File: config.mk
export PLATFORM = sky130hd
export DESIGN_NAME = sequence_reorder_buffer
export DESIGN_NICKNAME = d
export VERILOG_FILES = /design/src/srb_pkg.sv /design/src/sequence_reorder_buffer.sv /design/src/srb_ram.sv /design/src/srb_ctrl.sv /design/src/srb_out_stage.sv
export SDC_FILE = /design/constraint.sdc
export NUM_CORES = 1
export LEC_CHECK = 0
export BUFFER_PORTS_ARGS = -buffer_cell sky130_fd_sc_hd__buf_4
export CAP_MARGIN = 20
export CORE_MARGIN = 3
export CORE_UTILIZATION = 50
export CTS_CLUSTER_SIZE = 24
export DETAILED_ROUTE_END_ITERATION = 8
export PLACE_DENSITY = 0.77
export SLEW_MARGIN = 25
export SYNTH_ARGS = -nofsm -noshare
export SYNTH_HDL_FRONTEND = slang
export SYNTH_SLANG_ARGS = --single-unit
File: constraint.sdc
create_clock -name clk -period 5.6 [get_ports clk]
set_input_delay 0.56 -clock clk [delete_from_list [all_inputs] [get_ports clk]]
set_output_delay 0.56 -clock clk [all_outputs]
set_load 0.01 [all_outputs]
File: src/srb_pkg.sv
// ----------------------------------------------------------------------------
// srb_pkg
// shared widths, status codes and beat types for the sequence reorder buffer
// ----------------------------------------------------------------------------
package srb_pkg;

  localparam int WINDOW      = 16;
  localparam int HANDLE_BITS = 8;

  localparam int SEQ_W    = 16;
  localparam int HANDLE_W = 8;
  localparam int SLOT_W   = (WINDOW > 1) ? $clog2(WINDOW) : 1;
  localparam int STORE_W  = (HANDLE_BITS < HANDLE_W) ? HANDLE_BITS : HANDLE_W;

  localparam logic [SEQ_W-1:0]  WIN_SEQ   = SEQ_W'(WINDOW);
  localparam logic [SLOT_W:0]   WIN_SLOT  = (SLOT_W + 1)'(WINDOW);
  localparam logic [SLOT_W-1:0] LAST_SLOT = SLOT_W'(WINDOW - 1);
  localparam logic [SEQ_W-1:0]  SEQ_MAX   = '1;

  localparam logic [1:0] ST_OK       = 2'd0;
  localparam logic [1:0] ST_REJECT   = 2'd1;
  localparam logic [1:0] ST_STRANDED = 2'd2;

  typedef struct packed {
    logic [SEQ_W-1:0]    seq;
    logic [HANDLE_W-1:0] handle;
    logic                released;
    logic [1:0]          status;
    logic                last;
  } res_t;

  typedef struct packed {
    logic               we;
    logic [SLOT_W-1:0]  waddr;
    logic [STORE_W-1:0] wdata;
    logic               re;
    logic [SLOT_W-1:0]  raddr;
  } ram_req_t;

endpackage

File: src/sequence_reorder_buffer.sv
// ----------------------------------------------------------------------------
// sequence_reorder_buffer
// parks out-of-order items in a window and releases them in sequence order
// ----------------------------------------------------------------------------
// Each input beat carries a 16-bit sequence number and a buffer handle, or an
// end-of-stream flag in tuser. Items within the window ahead of the expected
// number are parked in a handle memory; every item that continues the expected
// sequence then leaves in order, one result beat per cycle while the output
// does not stall, the final beat of the run marked with tlast. Rejected items
// and end-of-stream reports give one beat. An input beat is taken only while
// no earlier item is in work. Parked entries of a run are read out by the
// drain sequencer, one handle a cycle from the memory's single read port
// while the output does not stall.
// ----------------------------------------------------------------------------
module sequence_reorder_buffer (
  input  logic        clk,
  input  logic        rst_n,
  input  logic        in_tvalid,
  output logic        in_tready,
  input  logic [23:0] in_tdata,   // seq_number[15:0], buffer_handle[23:16]
  input  logic        in_tuser,   // stream_end
  output logic        out_tvalid,
  input  logic        out_tready,
  output logic [23:0] out_tdata,  // out_seq[15:0], out_handle[23:16]
  output logic [2:0]  out_tuser,  // released[0], status[2:1]
  output logic        out_tlast   // last_of_run
);

  srb_pkg::ram_req_t           ram_req;
  logic [srb_pkg::STORE_W-1:0] ram_rdata;
  logic                        res_valid;
  logic                        res_ready;
  srb_pkg::res_t               res;
  srb_pkg::res_t               out_res;

  srb_ctrl u_ctrl (
    .clk       (clk),
    .rst_n     (rst_n),
    .in_valid  (in_tvalid),
    .in_ready  (in_tready),
    .in_seq    (in_tdata[15:0]),
    .in_handle (in_tdata[23:16]),
    .in_end    (in_tuser),
    .ram_req   (ram_req),
    .ram_rdata (ram_rdata),
    .res_valid (res_valid),
    .res       (res),
    .res_ready (res_ready)
  );

  srb_ram #(
    .DEPTH (srb_pkg::WINDOW),
    .WIDTH (srb_pkg::STORE_W)
  ) u_ram (
    .clk   (clk),
    .we    (ram_req.we),
    .waddr (ram_req.waddr),
    .wdata (ram_req.wdata),
    .re    (ram_req.re),
    .raddr (ram_req.raddr),
    .rdata (ram_rdata)
  );

  srb_out_stage u_out (
    .clk       (clk),
    .rst_n     (rst_n),
    .res_valid (res_valid),
    .res       (res),
    .res_ready (res_ready),
    .out_valid (out_tvalid),
    .out_ready (out_tready),
    .out_res   (out_res)
  );

  assign out_tdata = {out_res.handle, out_res.seq};
  assign out_tuser = {out_res.status, out_res.released};
  assign out_tlast = out_res.last;

endmodule

File: src/srb_ram.sv
// ----------------------------------------------------------------------------
// srb_ram
// simple dual-port ram, one write and one registered read port
// ----------------------------------------------------------------------------
module srb_ram #(
  parameter int DEPTH = 16,
  parameter int WIDTH = 8
) (
  input  logic                             clk,
  input  logic                             we,
  input  logic [$clog2(DEPTH > 1 ? DEPTH : 2)-1:0] waddr,
  input  logic [WIDTH-1:0]                 wdata,
  input  logic                             re,
  input  logic [$clog2(DEPTH > 1 ? DEPTH : 2)-1:0] raddr,
  output logic [WIDTH-1:0]                 rdata
);

  logic [WIDTH-1:0] mem [DEPTH];

  always_ff @(posedge clk) begin
    if (we) begin
      mem[waddr] <= wdata;
    end
  end

  always_ff @(posedge clk) begin
    if (re) begin
      rdata <= mem[raddr];
    end
  end

endmodule

File: src/srb_ctrl.sv
// ----------------------------------------------------------------------------
// srb_ctrl
// window bookkeeping: slot valid bits, expected sequence, in-order drain
// ----------------------------------------------------------------------------
module srb_ctrl (
  input  logic                         clk,
  input  logic                         rst_n,
  input  logic                         in_valid,
  output logic                         in_ready,
  input  logic [srb_pkg::SEQ_W-1:0]    in_seq,
  input  logic [srb_pkg::HANDLE_W-1:0] in_handle,
  input  logic                         in_end,
  output srb_pkg::ram_req_t            ram_req,
  input  logic [srb_pkg::STORE_W-1:0]  ram_rdata,
  output logic                         res_valid,
  output srb_pkg::res_t                res,
  input  logic                         res_ready
);

  typedef enum logic [1:0] {S_IDLE, S_CHECK, S_DRAIN} state_t;

  state_t                        state_r, state_nxt;
  logic [srb_pkg::SEQ_W-1:0]     seq_r, seq_nxt;
  logic [srb_pkg::STORE_W-1:0]   hnd_r, hnd_nxt;
  logic                          end_r, end_nxt;
  logic [srb_pkg::SEQ_W-1:0]     next_exp_r, next_exp_nxt;
  logic [srb_pkg::SLOT_W-1:0]    next_slot_r, next_slot_nxt;
  logic [srb_pkg::WINDOW-1:0]    valid_r, valid_nxt;

  logic [srb_pkg::SEQ_W-1:0]     seq_gap;
  logic                          in_win;
  logic [srb_pkg::SLOT_W:0]      slot_sum;
  logic [srb_pkg::SLOT_W-1:0]    slot;
  logic [srb_pkg::SEQ_W-1:0]     next_exp_inc;
  logic [srb_pkg::SLOT_W-1:0]    slot_inc;
  logic                          run_last;

  assign in_ready = (state_r == S_IDLE);

  always_comb begin
    seq_gap  = seq_r - next_exp_r;
    in_win   = (seq_gap < srb_pkg::WIN_SEQ);
    slot_sum = {1'b0, next_slot_r} + {1'b0, seq_gap[srb_pkg::SLOT_W-1:0]};
    if (slot_sum >= srb_pkg::WIN_SLOT) begin
      slot = srb_pkg::SLOT_W'(slot_sum - srb_pkg::WIN_SLOT);
    end else begin
      slot = slot_sum[srb_pkg::SLOT_W-1:0];
    end
    next_exp_inc = next_exp_r + 1'b1;
    if (next_exp_r == srb_pkg::SEQ_MAX || next_slot_r == srb_pkg::LAST_SLOT) begin
      slot_inc = '0;
    end else begin
      slot_inc = next_slot_r + 1'b1;
    end
    run_last = !valid_r[slot_inc];
  end

  always_comb begin
    state_nxt     = state_r;
    seq_nxt       = seq_r;
    hnd_nxt       = hnd_r;
    end_nxt       = end_r;
    next_exp_nxt  = next_exp_r;
    next_slot_nxt = next_slot_r;
    valid_nxt     = valid_r;
    ram_req       = '0;
    res_valid     = 1'b0;
    res           = '0;

    case (state_r)
      S_IDLE: begin
        if (in_valid) begin
          seq_nxt   = in_seq;
          hnd_nxt   = in_handle[srb_pkg::STORE_W-1:0];
          end_nxt   = in_end;
          state_nxt = S_CHECK;
        end
      end
      S_CHECK: begin
        if (res_ready) begin
          res_valid = 1'b1;
          res.last  = 1'b1;
          state_nxt = S_IDLE;
          if (end_r) begin
            res.seq    = next_exp_r;
            res.status = (|valid_r) ? srb_pkg::ST_STRANDED : srb_pkg::ST_OK;
            valid_nxt  = '0;
          end else if (!in_win || valid_r[slot]) begin
            res.seq    = seq_r;
            res.handle = srb_pkg::HANDLE_W'(hnd_r);
            res.status = srb_pkg::ST_REJECT;
          end else if (seq_gap != '0) begin
            res.seq         = seq_r;
            res.handle      = srb_pkg::HANDLE_W'(hnd_r);
            res.status      = srb_pkg::ST_OK;
            ram_req.we      = 1'b1;
            ram_req.waddr   = slot;
            ram_req.wdata   = hnd_r;
            valid_nxt[slot] = 1'b1;
          end else begin
            // item continues the sequence, release it straight away
            res.seq       = next_exp_r;
            res.handle    = srb_pkg::HANDLE_W'(hnd_r);
            res.released  = 1'b1;
            res.status    = srb_pkg::ST_OK;
            res.last      = run_last;
            next_exp_nxt  = next_exp_inc;
            next_slot_nxt = slot_inc;
            if (!run_last) begin
              ram_req.re    = 1'b1;
              ram_req.raddr = slot_inc;
              state_nxt     = S_DRAIN;
            end
          end
        end
      end
      S_DRAIN: begin
        if (res_ready) begin
          res_valid              = 1'b1;
          res.seq                = next_exp_r;
          res.handle             = srb_pkg::HANDLE_W'(ram_rdata);
          res.released           = 1'b1;
          res.status             = srb_pkg::ST_OK;
          res.last               = run_last;
          valid_nxt[next_slot_r] = 1'b0;
          next_exp_nxt           = next_exp_inc;
          next_slot_nxt          = slot_inc;
          if (run_last) begin
            state_nxt = S_IDLE;
          end else begin
            ram_req.re    = 1'b1;
            ram_req.raddr = slot_inc;
          end
        end
      end
      default: begin
        state_nxt = S_IDLE;
      end
    endcase
  end

  always_ff @(posedge clk) begin
    if (!rst_n) begin
      state_r     <= S_IDLE;
      next_exp_r  <= '0;
      next_slot_r <= '0;
      valid_r     <= '0;
    end else begin
      state_r     <= state_nxt;
      next_exp_r  <= next_exp_nxt;
      next_slot_r <= next_slot_nxt;
      valid_r     <= valid_nxt;
    end
    seq_r <= seq_nxt;
    hnd_r <= hnd_nxt;
    end_r <= end_nxt;
  end

endmodule

File: src/srb_out_stage.sv
// ----------------------------------------------------------------------------
// srb_out_stage
// registered result beat toward the master side
// ----------------------------------------------------------------------------
module srb_out_stage (
  input  logic          clk,
  input  logic          rst_n,
  input  logic          res_valid,
  input  srb_pkg::res_t res,
  output logic          res_ready,
  output logic          out_valid,
  input  logic          out_ready,
  output srb_pkg::res_t out_res
);

  logic          valid_r, valid_nxt;
  srb_pkg::res_t res_r, res_nxt;

  assign res_ready = !valid_r || out_ready;
  assign out_valid = valid_r;
  assign out_res   = res_r;

  always_comb begin
    valid_nxt = valid_r;
    res_nxt   = res_r;
    if (res_ready) begin
      valid_nxt = res_valid;
      if (res_valid) begin
        res_nxt = res;
      end
    end
  end

  always_ff @(posedge clk) begin
    if (!rst_n) begin
      valid_r <= 1'b0;
    end else begin
      valid_r <= valid_nxt;
    end
    res_r <= res_nxt;
  end

endmodule

* Yosys cells after proc, flatten, opt, wreduce, memory -nomap -nowiden
Memory sizes are Yosys's and may differ from the RTL's. A register that Yosys moved wholly into a read port is not among the register bits.
Index checks and enable logic that the tools add are counted.
Widths: inputs -> output; s select.
** Storage, ports and cells
- Bits in registers :: 92
- Memory bits (writable) :: 128
- Input bits :: 29
- Output and inout port bits :: 30
- Memories :: 1
** Operators by class
- Add/subtract/negate cells :: 5
- $lt $le $gt $ge :: 7
- Equality and inequality tests :: 13
- Multiplexer cells :: 63
- Bitwise gates (word level) :: 3
- Reductions and logical operators :: 18
** Memories
- u_ram.mem :: depth 16, bits a word 8, read ports 1, clocked after memory_dff 1, write ports 1, RTL line srb_ram.sv:18 : logic [WIDTH-1:0] mem [DEPTH];
** Operators by type and width (count)
- $mux 16 :: 11
- $pmux 16 s2 :: 2
- $pmux 28 s2 :: 1
- $mux 18 :: 3
- $mux 24 :: 2
- $mux 4 :: 7
- $mux 13 :: 2
- $mux 2 :: 10
- $add 16x1->16 const B :: 1
- $and 16x16->16 :: 1
- $eq 16x16->1 const B :: 1
- $lt 16x5->1 const B :: 1
- $not 16->16 :: 1
- $or 16x16->16 :: 1
- $reduce_bool 16->1 :: 1
- $reduce_or 16->1 :: 1
- $sub 16x16->16 :: 1
- $lt 4x5->1 const B :: 3
- $mux 5 :: 3
- $mux 1 :: 14
- $ne 2x2->1 const B :: 7
- $pmux 5 s2 :: 1
- $mux 9 :: 1
- $bmux 1 s4 :: 2
- 23 further kinds :: 31

* Logic depth before layout (Yosys ltp)
Gate-level depths: netlist of run 1.
- Word-level depth :: 14
- Mapped depth :: 17
- Mapped depth without buffers :: 15

* Cells and area by module
Synthesis of run 1 repeated with hierarchy kept, for this count alone.
** Unflattened totals
- Cell total of the unflattened synthesis :: 831
- Area, all modules :: 11061.9 um^2
** Modules (own cells, without submodules)
- srb_ram :: times used 1, cells an instance 229, area an instance 5227.5 um^2
- srb_ctrl :: times used 1, cells an instance 569, area an instance 4936.0 um^2
- srb_out_stage :: times used 1, cells an instance 33, area an instance 898.4 um^2

* Least setup slack after synthesis of run 1
Ideal clock, no wire load.
- Path kind :: reg-to-reg
- From :: reg u_ctrl.seq_r[0] (netlist bit)
- To :: mem u_ram.mem[14][0], enable pin
- Arrival :: 4.346 ns
- Data required time :: 5.217 ns
- Setup slack :: 0.871 ns
- Cell stages (with the launch flop) :: 15
- Path buffers :: 2
- Period minus slack after synthesis :: 4.729 ns
- Cells stage by stage :: edfxtp_1 > inv_1 > ha_1 > fa_1 > fa_1 > clkbuf_1 > mux4_2 > mux2i_1 > mux2i_1 > or3_4 > a211oi_1 > and4_1 > clkbuf_1 > nand2_1 > nor3_1
** Between the ends
- Longest elaborated chain between the ends :: 13
- Elaborated cells on any way between the ends :: 18
** Ends and longest elaborated chain
- start: declaration :: RTL line srb_ctrl.sv:23 : logic [srb_pkg::SEQ_W-1:0] seq_r, seq_nxt;
- start signal: assignment :: RTL line srb_ctrl.sv:154 : seq_r <= seq_nxt;
- $sub 16x16->16 * :: RTL line srb_ctrl.sv:41 : seq_gap = seq_r - next_exp_r;
- $add 4x4->5 :: RTL line srb_ctrl.sv:43 : slot_sum = {1'b0, next_slot_r} + {1'b0, seq_gap[srb_pkg::SLOT_W-1:0]};
- $sub 4x1->4 / $ge 5x5->1 (equally long branches) :: RTL line srb_ctrl.sv:45, srb_ctrl.sv:44
- $mux 4 :: RTL line srb_ctrl.sv:44 : if (slot_sum >= srb_pkg::WIN_SLOT) begin
- $bmux 1 s4 :: RTL line srb_ctrl.sv:88 : end else if (!in_win || valid_r[slot]) begin
- $mux 1 (not written as such) :: RTL line srb_ctrl.sv:88
- $logic_or 1x1->1 :: RTL line srb_ctrl.sv:88
- $mux 18 * :: RTL line srb_ctrl.sv:88
- $mux 18 * :: RTL line srb_ctrl.sv:84 : if (end_r) begin
- $mux 18 * :: RTL line srb_ctrl.sv:80 : if (res_ready) begin
- $mux 13 * :: RTL line srb_ctrl.sv:70 : case (state_r)
- $mux 1 :: RTL line srb_ram.sv:21 : if (we) begin
- $mux 1 (not written as such) :: RTL line srb_ram.sv:22 : mem[waddr] <= wdata;
- end: declaration :: RTL line srb_ram.sv:18
Every way passes the cells marked *; elsewhere a longest branch is shown, timed or not. The select of a mux whose other input is x is not followed.

* Worst setup path in the final report of run 1
- From :: reg u_ctrl.seq_r[0] (netlist bit)
- To :: mem u_ram.mem[6][5], enable pin
Same word-level chain as after synthesis.

==> results.json, run 1 <==
{
  "status": "finished, final reports clean",
  "fin_cells": 1246,
  "max-slew-margin-rel": 0.348,
  "gp_congestion": 0.937,
  "yosys.cell_count.top_type": "edfxtp_1",
  "powerDensity_nw_per_um2": 304,
  "synthSimpleGateAreaFrac": 0.124,
  "synth_top_area_frac": 0.515,
  "drive_gt1_frac": 0.195,
  "clk_pin_slew_ns": 0.06,
  "yosysSeqAreaShare": 0.586,
  "cts_buffer_depth": 3,
  "synth.avg_cell_area_sq_um": 12.5,
  "path_cells": "inv_1, ha_1, fa_1, fa_1, mux4_2, mux2i_1, mux2i_1, or3_4, a211oi_1, and4_1, nand3_1, nor3_1, buf_4",
  "setup_viol": 0,
  "synth.top_cells.by_area": "edfxtp_1 52%, dfxtp_1 7.1%, ha_1 3.0%",
  "dieArea_sq_um": 23800,
  "end_kind": "flip-flop",
  "fmax_mhz": 201,
  "fin_ws_ns": 0.629,
  "drt_iter0_drc": 748,
  "start_kind": "flip-flop",
  "drc": 0,
  "synth_top_family_by_area": "compound AO/OA/AOI/OAI gates",
  "via_per_inst": 6.39,
  "placed_cells": 1202,
  "placed_area_sq_um": 11800,
  "power.leakage_nw": 4.73,
  "async_flop_share": 0,
  "drtPass1Iterations": 5,
  "busiest_layer": "met2",
  "worst_hold_slack_ns": 0.199,
  "n_antenna_cell": 0,
  "grt_start_max_net_pins": 48,
  "cts_tree": "built",
  "synth-compound-area-share": 0.165,
  "initial_core_util": 0.516,
  "cts-resized-gates": 0,
  "io_pins": 59,
  "crit_slowest_cell": "fa_1",
  "finalClockSkew_ns": 0.0202,
  "vias": 7960,
  "netlist_instances": 884,
  "worstPathRequired_ns": 5.85,
  "grt_use_met2": 0.378,
  "met3_usage": 0.0445,
  "cts_inserted_buffers": 24,
  "grt_pass1_vias": 7738,
  "core_sq_um": 21400,
  "clk_latency_ns": 0.54,
  "synth_ff_type": "edfxtp_1",
  "synth.net_count": 941,
  "synth-xor-area-share": 0.0159,
  "wl_um": 28000,
  "rows": 53,
  "path_class": "reg -> reg",
  "grt_antenna_before_repair": 0,
  "period_share": 0.888,
  "clock-sinks": 228,
  "wire_per_inst_um": 22.4,
  "cts-root-buf": "clkbuf_16",
  "fp.dieW_um": 154,
  "finalCriticalPeriod_ns": 4.97,
  "synth_cell_type_count": 86,
  "io_buffers": 58,
  "ys_seq_elements": 228,
  "post_cts_buffers": 0,
  "met1_usage": 0.304,
  "crit_fanout": 12,
  "worst_pin_slew_ns": 0.974,
  "synth_warnings": 0,
  "place_hpwl_um": 18800,
  "final_net_count": 1010,
  "crit_arrival_ns": 5.22,
  "drtAntennaViolNets": 0,
  "die_h_um": 154,
  "synthTopCellsByCount": "189 x edfxtp_1, 58 x nand2_1, 46 x nor2_1, 39 x dfxtp_1, 37 x a21oi_1",
  "grt_pass1_wl_um": 43000,
  "ctsHoldBuffers": 0,
  "synth.mux.area_fraction": 0.0449,
  "fin_tns_setup_ns": 0,
  "max_stage_delay_ns": 0.73,
  "overflow": 0,
  "slew_violations": 0,
  "place_ws_ns": 0.744,
  "h-tree-depth": 1,
  "peakVddDrop_mv": 0.209,
  "synth_largest_area_cell": "edfxtp_1",
  "finalInstanceArea_sq_um": 12600,
  "netlist_area_sq_um": 11000,
  "synth-edff-count": 189,
  "min_path_type": "in -> reg",
  "synth_adder_area_share": 0.0332,
  "hold_viol": 0,
  "grt_usage": 0.227,
  "cap_violations": 0,
  "syn2layout_area_growth_pct": 14.4,
  "rsz0062_at_grt": "false"
}
## cell usage in the layout, fill, tap and decap left out, types with 5 or more instances in the layout
master,n
dfxtp_1,39
nand3_1,22
nand3b_1,11
xor2_1,5
mux2i_1,22
nor2_1,45
mux2_2,11
a221oi_1,8
a21oi_1,37
o211ai_1,13
a32oi_1,16
nand2_1,58
clkbuf_16,24
o22ai_1,5
a21o_1,6
a32o_1,8
a221o_1,8
o21a_1,6
nor2b_1,17
buf_4,88
and3_1,6
nand4_1,6
and4_1,8
edfxtp_1,189
and2_1,21
clkbuf_1,11
o31ai_1,13
nand2b_1,7
inv_1,34
mux4_2,6
o221a_2,15
a22o_1,16
a31oi_1,10
or3_1,6
a22oi_1,10
nor4_1,8
ha_1,25
o21ai_0,34
nor3_1,13
xnor2_1,15
## cell type report
class,count,area (sq um)
Clock inverter,6,104
Sequential cell,228,6460
Multi-Input combinational cell,577,4220
Clock buffer,38,683
Inverter,34,128
Tap cell,275,344
Fill cell,1662,8750
Timing Repair Buffer,88,661
## per-stage QoR
step,util,power (W)
2_1_floorplan,-,0.00215
4_1_cts,0.590,0.00384
3_5_place_dp,0.553,0.00227
5_1_grt,0.590,0.00394
3_3_place_gp,0.553,0.00227
6_report,0.590,0.00383
## worst max-delay path, delay by kind of cell (launching register included)
| kind | cells | cell delay, ns |
|---|---|---|
| flip-flops | 1 | 0.38 |
| AND/OR/NAND/NOR | 4 | 1.53 |
| adder cells (fa/ha/maj) | 3 | 1.40 |
| buffers and inverters | 2 | 0.27 |
| AO/OA/AOI/OAI | 1 | 0.30 |
| multiplexers | 3 | 0.80 |
## flip-flops by register name, summed over array words and instances (netlist names)
name                cells
u_ram.mem             128
u_ctrl.hnd_r            8
u_ctrl.end_r            1
u_out.out_valid         1
u_ctrl.seq_r           16
u_ctrl.next_slot_r      4
u_ctrl.state_r          2
u_out.out_res          28
u_ram.rdata             8
u_ctrl.valid_r         16
u_ctrl.next_exp_r      16
## cells by family after synthesis
logic type | Yosys count
AOI/OAI and AO/OA | 239
xor gates and xnor gates | 20
adders and majority gates | 28
buffers and inverters | 79
DFF | 228
muxes | 40
and+or+nand+nor | 250
## worst paths after layout
check	from	end	slack, ns	cells past startpoint
setup / recovery	u_ctrl.seq_r[0]	u_ram.mem[6][5]	0.63	13
hold / removal	in_tdata[21]	u_ctrl.hnd_r[5]	0.20	1
setup reg to reg	u_ctrl.seq_r[0]	u_ram.mem[6][5]	0.63	13
hold reg to reg	u_ctrl.state_r[0]	u_ctrl.state_r[0]	0.53	2
## where the power goes
part	leakage (nW)	switching [W]	total (W)	internal, W
clock network	0.379	0.000652	0.00158	0.000933
registers	2.42	0.0000241	0.00187	0.00185
logic	1.94	0.000238	0.000374	0.000136
## per-layer routing
layer	wire (um)	share of wire
met1	11500	0.41
met2	13300	0.48
met3	2320	0.083
met4	821	0.029
met5	0	0
Power figures use the tool's default switching activity.
==> run 2, diff against run 1 <==
ABC_AREA = 1   (was not set)
GPL_TIMING_DRIVEN = 0   (was not set)
==> run 2 against run 1 <==
  * First-iteration DRC count up 65%
  * Sequential share of layout area down 5.0 points
  * Non-clock buffer count increased by 32
  * Design area increased by 11%
  * Global-route usage grew 2.2 points
  * Worst hold slack worse by 0.0056 ns
  * Clock skew fell by 0.0023 ns
  * Critical endpoint is now u_ram.mem[2][4]
==> results.json, run 2 <==
{
  "status": "finished, final reports clean",
  "finalCriticalPeriod_ns": 4.66,
  "fmax_mhz": 214,
  "grt_start_max_net_pins": 26,
  "initial_core_util": 0.515,
  "path_class": "reg -> reg",
  "synth_ff_type": "edfxtp_1",
  "powerDensity_nw_per_um2": 435,
  "largest_register_ffs": 128,
  "drtAntennaViolNets": 0,
  "synth_top_area_frac": 0.462,
  "synth.avg_cell_area_sq_um": 8.68,
  "cts-resized-gates": 0,
  "largest_register": "u_ram.mem",
  "drt_iter0_drc": 1237,
  "core_sq_um": 23800,
  "synthTopCellsByCount": "303 x nand2_1, 242 x inv_1, 189 x edfxtp_1, 149 x nand3_1, 88 x nor2_1",
  "grt_pass1_wl_um": 52000,
  "start_kind": "flip-flop",
  "cts_buffer_depth": 3,
  "grt_usage": 0.250,
  "setup_viol": 0,
  "placed_area_sq_um": 13200,
  "wire_per_inst_um": 18.1,
  "ctsHoldBuffers": 0,
  "cts_inserted_buffers": 25,
  "period_share": 0.833,
  "clock-sinks": 228,
  "crit_arrival_ns": 4.86,
  "ys_seq_elements": 228,
  "rows": 56,
  "worst_hold_slack_ns": 0.193,
  "worstPathRequired_ns": 5.80,
  "synth.top_cells.by_area": "edfxtp_1 46%, nand2_1 9.3%, inv_1 7.4%",
  "crit_fanout": 16,
  "drive_gt1_frac": 0.128,
  "dieArea_sq_um": 26500,
  "overflow": 0,
  "clk_pin_slew_ns": 0.06,
  "max-slew-margin-rel": 0.333,
  "h-tree-depth": 1,
  "cts_tree": "built",
  "via_per_inst": 5.52,
  "grt_antenna_before_repair": 0,
  "synth_largest_area_cell": "edfxtp_1",
  "power.leakage_nw": 6.02,
  "final_common_cell": "nand2_1",
  "finalInstanceArea_sq_um": 14000,
  "finalClockSkew_ns": 0.0179,
  "io_buffers": 58,
  "fill_cells": 2050,
  "wl_um": 33200,
  "place_hpwl_um": 24000,
  "post-route-util": 0.586,
  "async_flop_share": 0,
  "grt_pass1_vias": 9738,
  "worst_pin_slew_ns": 0.997,
  "rsz0062_at_grt": "false",
  "multiInputGateArea_sq_um": 4560,
  "peakVddDrop_mv": 0.234,
  "mostFrequentLayoutCells": "303 x nand2_1, 241 x inv_1, 189 x edfxtp_1",
  "netlist_instances": 1414,
  "synth.net_count": 1471,
  "hold_viol": 0,
  "cap_violations": 0,
  "n_antenna_cell": 0,
  "post_cts_buffers": 0,
  "synth_warnings": 0,
  "die_h_um": 163,
  "synth_cell_type_count": 48,
  "vias": 10151,
  "fin_tns_setup_ns": 0,
  "min_path_type": "in -> reg",
  "end_kind": "flip-flop",
  "fp.dieW_um": 163,
  "yosysSeqAreaShare": 0.526,
  "netlist_area_sq_um": 12300,
  "yosys.cell_count.top_type": "nand2_1",
  "synth-edff-count": 189,
  "gp_congestion": 0.962,
  "slew_violations": 0,
  "io_pins": 59,
  "drc": 0,
  "clk_latency_ns": 0.54,
  "final_net_count": 1558,
  "syn2layout_area_growth_pct": 13.7,
  "drtPass1Iterations": 5,
  "regArea_sq_um": 6460,
  "cts-root-buf": "clkbuf_16"
}
-- run 2: cell count changes after synthesis, sizes merged, moves of 33 or more --
cell   before  now
nand2      60  308
inv        34  252
nand3      22  154
nand4       8   70
nor2       48   93
a21oi      39   72
-- run 2: per-layer routing --
metal / GRT usage / vias to the layer above / routed length, um
li1: - / 4867 / -
met3: 0.0303 / 79 / 2310
met2: 0.426 / 476 / 16100
met1: 0.326 / 4729 / 13400
met5: 0 / - / 0
met4: 0.0969 / 0 / 1360
-- run 2: critical path, cell delays in order, from the launching register on --
cell and delay (ns):
dfxtp_1 0.48, ha_1 0.25, fa_1 0.47, fa_1 0.64, nor2_1 0.18, a22oi_1 0.20
o221ai_1 0.15, nand2_1 0.08, nand2_1 0.05, nand2_1 0.05, nand2_1 0.10, nor2_2 0.14
nand4_1 0.27, clkbuf_1 0.41, nor2_2 0.84
-- run 2: area by class of cell --
type                    instances  share of cell area
well taps                     319              0.0286
inverters                     255              0.0686
multi-input cells             871               0.327
clock inverters                11             0.00654
repair buffers                 60              0.0340
clock buffers                  34              0.0495
flip-flops and latches        228               0.462
plain buffers                  60              0.0237
-- run 2: logic make-up (layout without fill, tap and decap cells) --
family / Yosys count / in the layout / synth area share
compound gates: 150 / 150 / 0.0705
xor+xnor: 14 / 14 / 0.00998
fa+ha+maj: 28 / 28 / 0.0298
buf+inv: 315 / 420 / 0.105
flops: 228 / 228 / 0.526
simple gates: 679 / 679 / 0.259
-- run 2: worst paths after layout --
path	start	to	slack [ns]	cells after the start
max	u_ctrl.next_exp_r[0]	u_ram.mem[2][4]	0.94	14
min	in_tdata[19]	u_ctrl.hnd_r[3]	0.19	1
max reg2reg	u_ctrl.next_exp_r[0]	u_ram.mem[2][4]	0.94	14
min reg2reg	u_ctrl.state_r[0]	u_ctrl.state_r[0]	0.49	2
-- run 2: through the flow --
stage | worst slack (ns) | std cells | total power (W)
floorplan | 1.98 | 1414 | 0.00368
global placement | 0.672 | 1791 | 0.00439
detailed placement | 1.04 | 1793 | 0.00446
CTS | 0.986 | 1838 | 0.00605
global route | 0.658 | 1838 | 0.00640
finish | 0.935 | 1838 | 0.00607
-- run 2: report_power, final --
group | internal [W] | switching [W]
Combinational | 0.000730 | 0.00157
Clock | 0.000912 | 0.000670
Sequential | 0.00206 | 0.000124
==> run 3, diff against run 2 <==
PLACE_DENSITY = 0.8   (was 0.77)
clock period = 3.9 ns   (was 5.6 ns; I/O delays follow)
==> run 3 against run 2 <==
  * The run now ends with negative setup slack left
  * Final cell count is 2.0% higher
  * Die area stayed put
  * Largest power group unchanged
  * Sequential cell count stayed put
  * Setup slack worse by 0.99 ns
==> results.json, run 3 (synthesized netlist as in run 2, its figures left out) <==
{
  "max_stage_delay_ns": 0.66,
  "clock-sinks": 228,
  "drc": 0,
  "crit_slowest_cell": "fa_2",
  "n_antenna_cell": 0,
  "io_buffers": 58,
  "largest_register": "u_ram.mem",
  "powerDensity_nw_per_um2": 609,
  "worst_pin_slew_ns": 0.992,
  "period_share": 1.01,
  "multiInputGateArea_sq_um": 5200,
  "ctsHoldBuffers": 0,
  "mostFrequentLayoutCells": "289 x nand2_1, 239 x inv_1, 189 x edfxtp_1",
  "crit_top_cell": "nand2_1",
  "status": "finished, violations left",
  "pwr-share-comb": 0.410,
  "core_sq_um": 23800,
  "clk_latency_ns": 0.54,
  "peakVddDrop_mv": 0.352,
  "start_kind": "flip-flop",
  "crit_fanout": 8,
  "fp.dieW_um": 163,
  "worstRegToRegCells": 21,
  "finalInstanceArea_sq_um": 15200,
  "max-slew-margin-rel": 0.333,
  "fmax_mhz": 253,
  "slew_violations": 0,
  "cap_violations": 0,
  "drive_gt1_frac": 0.220,
  "p_int_w": 0.00556,
  "clk_pin_slew_ns": 0.06,
  "rr_endpoint": "u_ram.rdata[2]",
  "initial_core_util": 0.515,
  "grt_start_max_net_pins": 26,
  "hold_viol": 0,
  "drtPass1Iterations": 6,
  "end_kind": "flip-flop",
  "worstPathRequired_ns": 4.20,
  "power.leakage_nw": 6.37,
  "critical_path.reg2reg.startpoint": "u_ctrl.seq_r[0]",
  "cts_inserted_buffers": 25,
  "hold_path_startpoint": "in_tdata[3]",
  "place_hpwl_um": 23800,
  "path_cells": "inv_2, ha_4, fa_2, fa_2, nor2_4, a22oi_2, o221ai_2, nand2_1, nand2_1, nand2_1, nand2_2, inv_2, nand4_4, nand2_8, buf_12, buf_8, nand4_1, nand2_1, nand3_2, nand3_2, nand2_2",
  "via_per_inst": 5.66,
  "crit_arrival_ns": 4.25,
  "fin_ws_ns": -0.0571,
  "rows": 56,
  "min_to": "u_ctrl.seq_r[3]",
  "clkPwrFrac": 0.250,
  "final_net_count": 1593,
  "path_delay_family": "adder cells",
  "setup_viol": 6,
  "cts_buffer_depth": 3,
  "gp_congestion": 0.905,
  "grt_pass1_vias": 10156,
  "swShare": 0.399,
  "cts-root-buf": "clkbuf_16",
  "largest_register_ffs": 128,
  "grt_pass1_wl_um": 53600,
  "fill_cells": 1832,
  "dieArea_sq_um": 26500,
  "regArea_sq_um": 6460,
  "overflow": 0,
  "p_sw_w": 0.00369,
  "min_path_cells": 1,
  "fin_tns_setup_ns": -0.114,
  "placed_area_sq_um": 13200,
  "drtAntennaViolNets": 0,
  "startpoint": "u_ctrl.seq_r[0]",
  "rsz0062_at_grt": "true",
  "path_class": "reg -> reg",
  "final_common_cell": "nand2_1",
  "cts_tree": "built",
  "crit_buf_inv": 4,
  "grt_antenna_before_repair": 0,
  "wl_um": 35800,
  "io_pins": 59,
  "finalClockSkew_ns": 0.0164,
  "grt_usage": 0.258,
  "drt_iter0_drc": 1165,
  "violations": "negative setup slack",
  "min_path_type": "in -> reg",
  "vias": 10614,
  "finalCriticalPeriod_ns": 3.96,
  "seqPwrFrac": 0.340,
  "h-tree-depth": 1,
  "die_h_um": 163,
  "reg2reg_slack_ns": -0.06,
  "syn2layout_area_growth_pct": 23.7,
  "wire_per_inst_um": 19.1
}
## run 3: cell count changes in the layout (fill, tap and decap cells not counted), sizes merged
cell,delta
clkbuf,+1
clkinvlp,+3
bufinv,+1
clkinv,+3
inv,-2
buf,+30
## run 3: how the worst max path moves through the flow
| stage | endpoint | cells past startpoint |
|---|---|---|
| global placement | u_ram.mem[15][4] | 17 |
| finish | u_ram.rdata[2] | 21 |
| floorplan | u_ram.mem[0][0] | 17 |
| CTS | u_ram.mem[11][1] | 14 |
| global route | u_ram.rdata[2] | 21 |
| detailed placement | u_ram.mem[15][2] | 17 |
## run 3: area by class of cell
class                   count  area share
flip-flops and latches    228       0.425
well taps                 319      0.0263
clock buffers              30      0.0424
inverters                 255      0.0635
repair buffers             96      0.0625
plain buffers              59      0.0279
multi-input cells         871       0.343
clock inverters            16     0.00972
## run 3: layer usage
layer	share of wire	vias to the layer above	track usage	wire length, um
li1	-	4947	-	-
met1	0.38	5026	0.323	13500
met2	0.50	537	0.454	17800
met3	0.076	104	0.0290	2730
met4	0.049	0	0.111	1740
met5	0	-	0	0
## run 3: stage by stage
step / setup slack [ns] / std cells / hold WS (ns) / total power (W) / utilization
5_1_grt: -0.176 / 1874 / 0.0226 / 0.00971 / 0.638
6_report: -0.0571 / 1874 / 0.0296 / 0.00925 / 0.638
3_5_place_dp: -0.700 / 1792 / 0.498 / 0.00642 / 0.553
3_3_place_gp: -0.991 / 1791 / 0.471 / 0.00630 / 0.551
2_1_floorplan: 0.278 / 1414 / 0.456 / 0.00529 / -
4_1_cts: -0.0411 / 1860 / 0.0250 / 0.00889 / 0.610
## run 3: repair_timing
| item | in CTS | in global routing |
|---|---|---|
| pin swaps | 17 | 79 |
| setup endpoints to repair | 292 | 303 |
| buffers inserted | 22 | 9 |
| cloned | 0 | 6 |
| gates resized for setup | 76 | 105 |
## run 3: power groups by stage
stage / combinational [W] / clock [W] / sequential, W
global placement: 0.00313 / 0 / 0.00318
floorplan: 0.00209 / 0 / 0.00320
detailed placement: 0.00325 / 0 / 0.00317
CTS: 0.00345 / 0.00231 / 0.00313
global route: 0.00412 / 0.00242 / 0.00317
finish: 0.00380 / 0.00232 / 0.00314
